$ cat src/hdl/twg_pkg.sv
// Package for the table waveform generator.
// Holds field widths, register indexes, mode and state types and the waveform tables.
// No dependencies.
package twg_pkg;

    localparam int PERIOD_W        = 16;
    localparam int DUTY_W          = 7;
    localparam int POS_W           = 6;
    localparam int NUM_W           = PERIOD_W + DUTY_W;
    localparam int ROM_LEN         = 53;
    localparam int ROM_AW          = 6;
    localparam int WIDE_IDX_W      = 8;
    localparam int TABLE_STEPS_DEF = 53;
    localparam int CFG_IDX_W       = 1;
    localparam int CFG_DATA_W      = 16;

    localparam logic [DUTY_W-1:0] DUTY_FULL = DUTY_W'(100);
    localparam logic [DUTY_W-1:0] DUTY_ZERO = '0;

    localparam logic [CFG_IDX_W-1:0] REG_WAVE_MODE   = CFG_IDX_W'(0);
    localparam logic [CFG_IDX_W-1:0] REG_STEP_PERIOD = CFG_IDX_W'(1);

    typedef enum logic [1:0] {
        MODE_NONE,
        MODE_DC,
        MODE_SQUARE,
        MODE_SINE
    } wave_mode_t;

    typedef enum logic [2:0] {
        ST_IDLE,
        ST_LOAD,
        ST_MUL,
        ST_DIV,
        ST_DONE
    } twg_state_t;

    localparam logic [DUTY_W-1:0] SINE_ROM [ROM_LEN] = '{
        7'd50, 7'd56, 7'd62, 7'd68, 7'd73, 7'd78, 7'd83, 7'd87, 7'd91, 7'd94,
        7'd97, 7'd98, 7'd100, 7'd100, 7'd100, 7'd99, 7'd97, 7'd95, 7'd92, 7'd88,
        7'd84, 7'd79, 7'd74, 7'd69, 7'd63, 7'd57, 7'd51, 7'd45, 7'd39, 7'd33,
        7'd28, 7'd23, 7'd18, 7'd13, 7'd10, 7'd6, 7'd4, 7'd2, 7'd1, 7'd0,
        7'd0, 7'd1, 7'd3, 7'd5, 7'd8, 7'd11, 7'd15, 7'd20, 7'd25, 7'd30,
        7'd36, 7'd42, 7'd48
    };

    // first 27 entries of the square table are full scale, the rest zero
    localparam int SQUARE_HIGH_LEN = 27;

    // table address: index modulo the table length (index is below 256)
    function automatic logic [ROM_AW-1:0] rom_addr(input logic [WIDE_IDX_W-1:0] i);
        logic [WIDE_IDX_W-1:0] r;
        r = i;
        for (int k = 0; k < 4; k++) begin
            if (r >= WIDE_IDX_W'(ROM_LEN)) begin
                r = r - WIDE_IDX_W'(ROM_LEN);
            end
        end
        return r[ROM_AW-1:0];
    endfunction

    function automatic logic [DUTY_W-1:0] sine_lut(input logic [ROM_AW-1:0] a);
        logic [DUTY_W-1:0] v;
        v = DUTY_ZERO;
        if (a < ROM_AW'(ROM_LEN)) begin
            v = SINE_ROM[a];
        end
        return v;
    endfunction

    function automatic logic [DUTY_W-1:0] square_lut(input logic [ROM_AW-1:0] a);
        return (a < ROM_AW'(SQUARE_HIGH_LEN)) ? DUTY_FULL : DUTY_ZERO;
    endfunction

endpackage

$ cat src/hdl/twg_mul.sv
// Bit-serial weighted sum s0*w0 + s1*w1, one bit of the sample values per cycle.
// Depends on twg_pkg.
module twg_mul (
    input  logic                           aclk,
    input  logic                           aresetn,
    input  logic                           start,
    input  logic [twg_pkg::DUTY_W-1:0]     s0,
    input  logic [twg_pkg::DUTY_W-1:0]     s1,
    input  logic [twg_pkg::PERIOD_W-1:0]   w0,
    input  logic [twg_pkg::PERIOD_W-1:0]   w1,
    output logic                           done,
    output logic [twg_pkg::NUM_W-1:0]      product
);
    import twg_pkg::*;

    localparam int CNT_W = $clog2(DUTY_W + 1);

    logic [DUTY_W-1:0]   s0_reg, s0_next, s1_reg, s1_next;
    logic [PERIOD_W-1:0] w0_reg, w0_next, w1_reg, w1_next;
    logic [NUM_W-1:0]    acc_reg, acc_next;
    logic [CNT_W-1:0]    cnt_reg, cnt_next;
    logic                busy_reg, busy_next;
    logic                done_reg, done_next;

    always_comb begin
        s0_next   = s0_reg;
        s1_next   = s1_reg;
        w0_next   = w0_reg;
        w1_next   = w1_reg;
        acc_next  = acc_reg;
        cnt_next  = cnt_reg;
        busy_next = busy_reg;
        done_next = 1'b0;
        if (start) begin
            s0_next   = s0;
            s1_next   = s1;
            w0_next   = w0;
            w1_next   = w1;
            acc_next  = '0;
            cnt_next  = CNT_W'(DUTY_W);
            busy_next = 1'b1;
        end else if (busy_reg) begin
            // MSB first: shift the partial sum, add the selected weights
            acc_next = (acc_reg << 1)
                     + (s0_reg[DUTY_W-1] ? NUM_W'(w0_reg) : '0)
                     + (s1_reg[DUTY_W-1] ? NUM_W'(w1_reg) : '0);
            s0_next  = s0_reg << 1;
            s1_next  = s1_reg << 1;
            cnt_next = cnt_reg - CNT_W'(1);
            if (cnt_reg == CNT_W'(1)) begin
                busy_next = 1'b0;
                done_next = 1'b1;
            end
        end
    end

    always_ff @(posedge aclk) begin
        if (!aresetn) begin
            busy_reg <= 1'b0;
            done_reg <= 1'b0;
        end else begin
            busy_reg <= busy_next;
            done_reg <= done_next;
        end
    end

    always_ff @(posedge aclk) begin
        s0_reg  <= s0_next;
        s1_reg  <= s1_next;
        w0_reg  <= w0_next;
        w1_reg  <= w1_next;
        acc_reg <= acc_next;
        cnt_reg <= cnt_next;
    end

    assign done    = done_reg;
    assign product = acc_reg;

endmodule

$ cat src/hdl/twg_div.sv
// Restoring divider, one quotient bit per cycle, quotient fits DUTY_W bits.
// Depends on twg_pkg.
module twg_div (
    input  logic                           aclk,
    input  logic                           aresetn,
    input  logic                           start,
    input  logic [twg_pkg::NUM_W-1:0]      num,
    input  logic [twg_pkg::PERIOD_W-1:0]   den,
    output logic                           done,
    output logic [twg_pkg::DUTY_W-1:0]     quot
);
    import twg_pkg::*;

    localparam int CNT_W = $clog2(DUTY_W + 1);

    logic [NUM_W-1:0]  rem_reg, rem_next;
    logic [NUM_W-1:0]  dsh_reg, dsh_next;
    logic [DUTY_W-1:0] q_reg, q_next;
    logic [CNT_W-1:0]  cnt_reg, cnt_next;
    logic              busy_reg, busy_next;
    logic              done_reg, done_next;

    always_comb begin
        rem_next  = rem_reg;
        dsh_next  = dsh_reg;
        q_next    = q_reg;
        cnt_next  = cnt_reg;
        busy_next = busy_reg;
        done_next = 1'b0;
        if (start) begin
            rem_next  = num;
            dsh_next  = NUM_W'(den) << (DUTY_W - 1);
            q_next    = '0;
            cnt_next  = CNT_W'(DUTY_W);
            busy_next = 1'b1;
        end else if (busy_reg) begin
            if (rem_reg >= dsh_reg) begin
                rem_next = rem_reg - dsh_reg;
                q_next   = {q_reg[DUTY_W-2:0], 1'b1};
            end else begin
                q_next   = {q_reg[DUTY_W-2:0], 1'b0};
            end
            dsh_next = dsh_reg >> 1;
            cnt_next = cnt_reg - CNT_W'(1);
            if (cnt_reg == CNT_W'(1)) begin
                busy_next = 1'b0;
                done_next = 1'b1;
            end
        end
    end

    always_ff @(posedge aclk) begin
        if (!aresetn) begin
            busy_reg <= 1'b0;
            done_reg <= 1'b0;
        end else begin
            busy_reg <= busy_next;
            done_reg <= done_next;
        end
    end

    always_ff @(posedge aclk) begin
        rem_reg <= rem_next;
        dsh_reg <= dsh_next;
        q_reg   <= q_next;
        cnt_reg <= cnt_next;
    end

    assign done = done_reg;
    assign quot = q_reg;

endmodule

$ cat src/hdl/table_waveform_generator.sv
// Table waveform generator, top level.
// Depends on twg_pkg, twg_mul and twg_div.
//
// Usage:
//   cfg channel : cfg_index 0 writes the wave mode (none, dc, square, sine),
//                 cfg_index 1 writes the step period in ticks. Always ready;
//                 write only while no transaction is in flight.
//   s channel   : one transaction per timer tick (s_tick). The tick counter
//                 advances and, on reaching the step period, clears and moves
//                 the table index on, wrapping after the last step.
//   m channel   : one transaction per input: PWM duty in percent and the
//                 table index after the tick.
// Path: in interpolated sine mode an input transaction passes the load state,
//   the bit-serial weighted sum and the bit-serial division, then the done
//   state into the output register; in the other modes, and in sine mode with
//   a zero period or a count not below the period, load goes straight to done.
// Flow: one item at a time; s_ready returns in the same cycle that m_valid is set.
// Reset: mode none, period 1, counter and index zero, no result pending.
// Stall: the result sits in an output register; the next tick is still
//   accepted and computed, and it waits in the final state until the
//   output register is taken.
module table_waveform_generator #(
    parameter int TABLE_STEPS = twg_pkg::TABLE_STEPS_DEF
) (
    input  logic                             aclk,
    input  logic                             aresetn,
    input  logic                             cfg_valid,
    output logic                             cfg_ready,
    input  logic [twg_pkg::CFG_IDX_W-1:0]    cfg_index,
    input  logic [twg_pkg::CFG_DATA_W-1:0]   cfg_data,
    input  logic                             s_valid,
    output logic                             s_ready,
    input  logic                             s_tick,
    output logic                             m_valid,
    input  logic                             m_ready,
    output logic [twg_pkg::DUTY_W-1:0]       m_duty_percent,
    output logic [twg_pkg::POS_W-1:0]        m_table_position
);
    import twg_pkg::*;

    localparam int IDX_W = (TABLE_STEPS > 1) ? $clog2(TABLE_STEPS) : 1;
    localparam logic [IDX_W-1:0] IDX_LAST = IDX_W'(TABLE_STEPS - 1);

    // configuration registers
    wave_mode_t          mode_reg, mode_next;
    logic [PERIOD_W-1:0] period_reg, period_next;

    // tick counter and table index
    logic [PERIOD_W-1:0] count_reg, count_next;
    logic [IDX_W-1:0]    idx_reg, idx_next;
    logic [PERIOD_W-1:0] count_inc;
    logic [IDX_W-1:0]    idx_step;

    twg_state_t state_reg, state_next;

    // result staging and output register
    logic [DUTY_W-1:0] duty_reg, duty_next;
    logic [DUTY_W-1:0] duty_out_reg, duty_out_next;
    logic [POS_W-1:0]  pos_out_reg, pos_out_next;
    logic              m_valid_reg, m_valid_next;

    // control decoded from state
    logic in_take, mul_start, div_start, load_direct, load_out, out_free;

    // table lookup path
    logic [IDX_W+WIDE_IDX_W-1:0] idx_ext, nidx_ext;
    logic [IDX_W+POS_W-1:0]      pos_ext;
    logic [ROM_AW-1:0]           addr0, addr1;
    logic [DUTY_W-1:0]           s0, s1, direct_duty;
    logic                        interp;
    logic [PERIOD_W-1:0]         w0;

    logic              mul_done, div_done;
    logic [NUM_W-1:0]  mul_product;
    logic [DUTY_W-1:0] div_quot;

    assign cfg_ready = 1'b1;
    assign out_free  = !m_valid_reg || m_ready;

    always_comb begin
        mode_next   = mode_reg;
        period_next = period_reg;
        if (cfg_valid) begin
            case (cfg_index)
                REG_WAVE_MODE:   mode_next   = wave_mode_t'(cfg_data[1:0]);
                REG_STEP_PERIOD: period_next = cfg_data[PERIOD_W-1:0];
                default: ;
            endcase
        end
    end

    // counter update on each accepted tick
    assign idx_step  = (idx_reg == IDX_LAST) ? '0 : idx_reg + IDX_W'(1);
    assign count_inc = count_reg + PERIOD_W'(1);

    always_comb begin
        count_next = count_reg;
        idx_next   = idx_reg;
        if (in_take && s_tick) begin
            if (count_inc >= period_reg) begin
                count_next = '0;
                idx_next   = idx_step;
            end else begin
                count_next = count_inc;
            end
        end
    end

    // table addresses of the current and next step
    assign idx_ext  = {{WIDE_IDX_W{1'b0}}, idx_reg};
    assign nidx_ext = {{WIDE_IDX_W{1'b0}}, idx_step};
    assign pos_ext  = {{POS_W{1'b0}}, idx_reg};
    assign addr0    = rom_addr(idx_ext[WIDE_IDX_W-1:0]);
    assign addr1    = rom_addr(nidx_ext[WIDE_IDX_W-1:0]);
    assign s0       = sine_lut(addr0);
    assign s1       = sine_lut(addr1);

    // interpolate only when the count sits inside a nonzero period
    assign interp = (mode_reg == MODE_SINE) && (period_reg != '0) && (count_reg < period_reg);
    assign w0     = period_reg - count_reg;

    always_comb begin
        case (mode_reg)
            MODE_DC:     direct_duty = DUTY_FULL;
            MODE_SQUARE: direct_duty = square_lut(addr0);
            MODE_SINE:   direct_duty = s0;
            default:     direct_duty = DUTY_ZERO;
        endcase
    end

    // next-state logic
    always_comb begin
        state_next = state_reg;
        case (state_reg)
            ST_IDLE: if (s_valid) state_next = ST_LOAD;
            ST_LOAD: state_next = interp ? ST_MUL : ST_DONE;
            ST_MUL:  if (mul_done) state_next = ST_DIV;
            ST_DIV:  if (div_done) state_next = ST_DONE;
            ST_DONE: if (out_free) state_next = ST_IDLE;
            default: state_next = ST_IDLE;
        endcase
    end

    // control outputs of the state machine
    always_comb begin
        s_ready     = 1'b0;
        mul_start   = 1'b0;
        div_start   = 1'b0;
        load_direct = 1'b0;
        load_out    = 1'b0;
        case (state_reg)
            ST_IDLE: s_ready = 1'b1;
            ST_LOAD: begin
                mul_start   = interp;
                load_direct = !interp;
            end
            ST_MUL:  div_start = mul_done;
            ST_DONE: load_out = out_free;
            default: ;
        endcase
    end

    assign in_take = s_valid && s_ready;

    always_comb begin
        duty_next = duty_reg;
        if (load_direct) begin
            duty_next = direct_duty;
        end else if (state_reg == ST_DIV && div_done) begin
            duty_next = div_quot;
        end
    end

    always_comb begin
        duty_out_next = duty_out_reg;
        pos_out_next  = pos_out_reg;
        m_valid_next  = m_valid_reg && !m_ready;
        if (load_out) begin
            duty_out_next = duty_reg;
            pos_out_next  = pos_ext[POS_W-1:0];
            m_valid_next  = 1'b1;
        end
    end

    twg_mul u_mul (
        .aclk    (aclk),
        .aresetn (aresetn),
        .start   (mul_start),
        .s0      (s0),
        .s1      (s1),
        .w0      (w0),
        .w1      (count_reg),
        .done    (mul_done),
        .product (mul_product)
    );

    twg_div u_div (
        .aclk    (aclk),
        .aresetn (aresetn),
        .start   (div_start),
        .num     (mul_product),
        .den     (period_reg),
        .done    (div_done),
        .quot    (div_quot)
    );

    always_ff @(posedge aclk) begin
        if (!aresetn) begin
            mode_reg    <= MODE_NONE;
            period_reg  <= PERIOD_W'(1);
            count_reg   <= '0;
            idx_reg     <= '0;
            state_reg   <= ST_IDLE;
            m_valid_reg <= 1'b0;
        end else begin
            mode_reg    <= mode_next;
            period_reg  <= period_next;
            count_reg   <= count_next;
            idx_reg     <= idx_next;
            state_reg   <= state_next;
            m_valid_reg <= m_valid_next;
        end
    end

    always_ff @(posedge aclk) begin
        duty_reg     <= duty_next;
        duty_out_reg <= duty_out_next;
        pos_out_reg  <= pos_out_next;
    end

    assign m_valid          = m_valid_reg;
    assign m_duty_percent   = duty_out_reg;
    assign m_table_position = pos_out_reg;

endmodule

$ cat config.mk
export PLATFORM = sky130hd
export DESIGN_NAME = table_waveform_generator
export DESIGN_NICKNAME = d
export VERILOG_FILES = /design/src/hdl/twg_pkg.sv /design/src/hdl/twg_mul.sv /design/src/hdl/twg_div.sv /design/src/hdl/table_waveform_generator.sv
export SDC_FILE = /design/constraint.sdc
export NUM_CORES = 1
export LEC_CHECK = 0
export BUFFER_PORTS_ARGS = -buffer_cell sky130_fd_sc_hd__buf_4
export CORE_ASPECT_RATIO = 0.5
export CORE_MARGIN = 8
export CORE_UTILIZATION = 50
export DETAILED_ROUTE_END_ITERATION = 10
export PLACE_DENSITY = 0.77
export SETUP_SLACK_MARGIN = 0.5
export SLEW_MARGIN = 40
export SYNTH_ARGS = -nofsm -noshare
export SYNTH_HDL_FRONTEND = slang
export SYNTH_SLANG_ARGS = --single-unit
$ cat constraint.sdc
create_clock -name aclk -period 4.8 [get_ports aclk]
set_input_delay 1.44 -clock aclk [delete_from_list [all_inputs] [get_ports aclk]]
set_output_delay 1.44 -clock aclk [all_outputs]
set_load 0.03 [all_outputs]
==> results.sh <==
export IMPL_status="completed"
export IMPL_cp_arrival_ns=4.59
export IMPL_routed_via_density=5.72
export IMPL_gr_usage_met3=0.0292
export IMPL_slew_viol_final=0
export IMPL_p_per_area_mw_per_mm2=240
export IMPL_ir_worst_vdd_uv=234
export IMPL_critPathCaptureType="flop"
export IMPL_core_rowCount=43
export IMPL_p_leak_nw=6.34
export IMPL_synth_edff_count=105
export IMPL_yosys_top_cells_area="edfxtp_1 23%, dfxtp_1 13%, ha_1 8.8%"
export IMPL_synth_seq_area_share=0.356
export IMPL_ys_warn_count=0
export IMPL_syn_nets=1731
export IMPL_fin_crit_ns=4.41
export IMPL_yosys_area_share_adder=0.114
export IMPL_rsz0062_at_grt="yes"
export IMPL_antenna_found_initial=0
export IMPL_dieHeight_um=134
export IMPL_grt_pass1_wl_um=55100
export IMPL_start_util=0.506
export IMPL_ys_types=99
export IMPL_syn_avg_cell_area_um2=8.75
export IMPL_cts_root_buf="clkbuf_16"
export IMPL_layout_nets=1785
export IMPL_port_buffers=37
export IMPL_crit_type="reg2reg"
export IMPL_fp_dieW_um=252
export IMPL_hold_violations=0
export IMPL_fin_crit_sh=0.919
export IMPL_synth_largest_area_cell="edfxtp_1"
export IMPL_wl_per_cell_um=16.5
export IMPL_clk_path_buf_depth=2
export IMPL_grt_overflow=0
export IMPL_cts_buffers=17
export IMPL_use_met1=0.257
export IMPL_grt_pass1_vias=11100
export IMPL_relSlewSlack=0.516
export IMPL_critical_path_required_ns=4.98
export IMPL_ctsHoldBuffers=0
export IMPL_drtPass1Iterations=5
export IMPL_die_area_mm2=0.0338
export IMPL_synth_top_family_by_area="compound AO/OA/AOI/OAI gates"
export IMPL_p_total_mw=3.82
export IMPL_gp_congestion=0.886
export IMPL_async_flop_share=0
export IMPL_clock_sinks=195
export IMPL_clock_skew_ns=0.0144
export IMPL_grtUsageMet2=0.338
export IMPL_synth_simple_area_share=0.189
export IMPL_insertedDiodeCount=0
export IMPL_ios=39
export IMPL_synth_compound_area_frac=0.195
export IMPL_design_core_area_mm2=0.0275
export IMPL_cts_htree_levels=4
export IMPL_dp_hpwl_um=24000
export IMPL_reg2reg_slack_ns=0.39
export IMPL_syn_inst=1592
export IMPL_track_usage=0.196
export IMPL_area_delta_synth_final_pct=14.2
export IMPL_drive_above_1_share=0.146
export IMPL_drt_wl_total_um=33600
export IMPL_clock_latency_ns=0.45
export IMPL_cts_reportedPaths_clkPinSlew_ns=0.07
export IMPL_setup_tns_ns=0
export IMPL_synth_mux_area_frac=0.0351
export IMPL_synth_top_area_frac=0.226
export IMPL_cap_violations=0
export IMPL_drc_errors=0
export IMPL_ant_nets=0
export IMPL_worst_setup_path_start_kind="flop"
export IMPL_hp_class="reg2reg"
export IMPL_setup_violations=0
export IMPL_vias=11700
export IMPL_cts_tree="built"
export IMPL_tightest_slew_ns=0.726
export IMPL_synth_xor_area_frac=0.0458
export IMPL_grt_max_degree=60
export IMPL_synth_flop_cell="edfxtp_1"
export IMPL_drtIter0Drc=747
export IMPL_synth_seq_cells=195
export IMPL_syn_cell_area_mm2=0.0139
export IMPL_cp_max_fo=7
export IMPL_fmax_mhz=227
export IMPL_top_usage_layer="met2"
==> power breakdown <==
group	total, mW	switching [mW]	internal (mW)
clock network	1.49	0.666	0.825
logic	0.499	0.285	0.214
registers	1.83	0.0352	1.79
==> logic make-up (layout without fill, tap and decap cells) <==
kind of cell             after synthesis  in the layout
multiplexers                          48             48
buffers and inverters                222            289
AND/OR/NAND/NOR                      539            539
flip-flops                           195            195
adder cells (fa/ha/maj)              116            116
other                                  1              1
AO/OA/AOI/OAI                        402            402
XOR/XNOR                              69             69
==> worst paths after layout <==
check | startpoint | to | cells past startpoint
min | duty_reg[2] | m_duty_percent[2] | 0
max | idx_reg[0] | u_mul.s1_reg[1] | 25
max reg2reg | idx_reg[0] | u_mul.s1_reg[1] | 25
min reg2reg | duty_reg[2] | m_duty_percent[2] | 0
==> metal layers <==
| metal | wire length (um) | part of all wire |
|---|---|---|
| met1 | 15300 | 0.46 |
| met2 | 16200 | 0.48 |
| met3 | 1540 | 0.046 |
| met4 | 556 | 0.017 |
| met5 | 0 | 0 |
==> timing repair <==
| action | 4_1_cts | 5_1_grt |
|---|---|---|
| pin swaps | 16 | 20 |
| setup buffers | 17 | 16 |
| endpoints found under the setup margin | 17 | 42 |
| gates resized for setup | 25 | 38 |
==> through the flow <==
stage                     hold WS (ns)  instances   util  setup slack (ns)  instance area [um2]
after floorplan                  0.400       1592      -             0.397                14100
after global placement           0.401       1976  0.537             0.253                14800
after detailed placement         0.407       1976  0.537             0.175                14800
after CTS                        0.416       2025  0.568             0.506                15600
after global routing             0.431       2041  0.577             0.174                15900
final                            0.413       2041  0.577             0.390                15900
==> critical path, stage by stage (launching register included) <==
cell and delay [ns]:
dfxtp_4 0.37, inv_8 0.06, ha_4 0.12, and4b_1 0.23
nand2_2 0.09, nand2_4 0.09, inv_2 0.06, ha_4 0.15
o21a_4 0.21, o211a_4 0.28, nand3_4 0.07, o21ai_4 0.07
a21oi_4 0.16, ha_2 0.19, inv_2 0.04, a2111oi_4 0.43
nand3_2 0.15, a21oi_2 0.17, a21o_4 0.14, buf_6 0.11
ha_4 0.22, mux2_4 0.27, mux2i_1 0.13, o21ai_1 0.07
a22oi_1 0.15, o31ai_1 0.10
==> layout make-up <==
type / instances / area [um2]
Clock inverter: 15 / 180
Timing Repair Buffer: 107 / 847
Clock buffer: 17 / 425
Multi-Input combinational cell: 1175 / 8420
Tap cell: 382 / 478
Sequential cell: 195 / 4970
Fill cell: 2434 / 11600
Inverter: 150 / 581
==> Yosys cell counts, types with 11 or more instances <==
master and count:
o211ai_1 11, nand2_1 170, nor2_1 124, o21ai_1 16, or3_1 16, nor3_1 40, a21oi_1 83, nand2b_1 19
a21o_1 21, fa_1 18, and2_1 14, and3_1 12, mux2i_1 41, edfxtp_1 105, a21boi_0 35, xnor2_1 49
o31ai_1 14, buf_2 11, nand3_1 54, a211oi_1 20, nor2b_1 33, ha_1 98, clkbuf_1 45, xor2_1 17
o21a_1 15, dfxtp_1 90, o21ai_0 84, a31oi_1 12, inv_1 146
==> cell usage in the layout (no fill, tap or decap), types with 5 or more instances in the layout <==
cell	instances
and2_1	14
dfxtp_1	84
a21boi_0	34
nor3_1	39
o21a_1	13
o22ai_1	7
o31ai_1	12
a21oi_2	5
nand2_1	167
nand3_1	52
clkbuf_16	17
inv_2	7
o21ai_0	79
a21o_1	20
a211oi_1	18
inv_1	139
or2_2	5
a22oi_1	10
nor2_1	121
buf_6	5
nor2b_1	32
and3_1	8
nand2b_1	19
o41ai_1	6
xor2_1	17
nand4_1	10
ha_1	87
fa_1	18
buf_4	100
ha_4	8
nor4_1	9
or3_1	15
and3b_1	6
o211ai_1	11
xnor2_1	49
edfxtp_1	105
mux2i_1	41
a31oi_1	12
o21ai_1	18
a21oi_1	79
(Power assumes the default switching activity.)
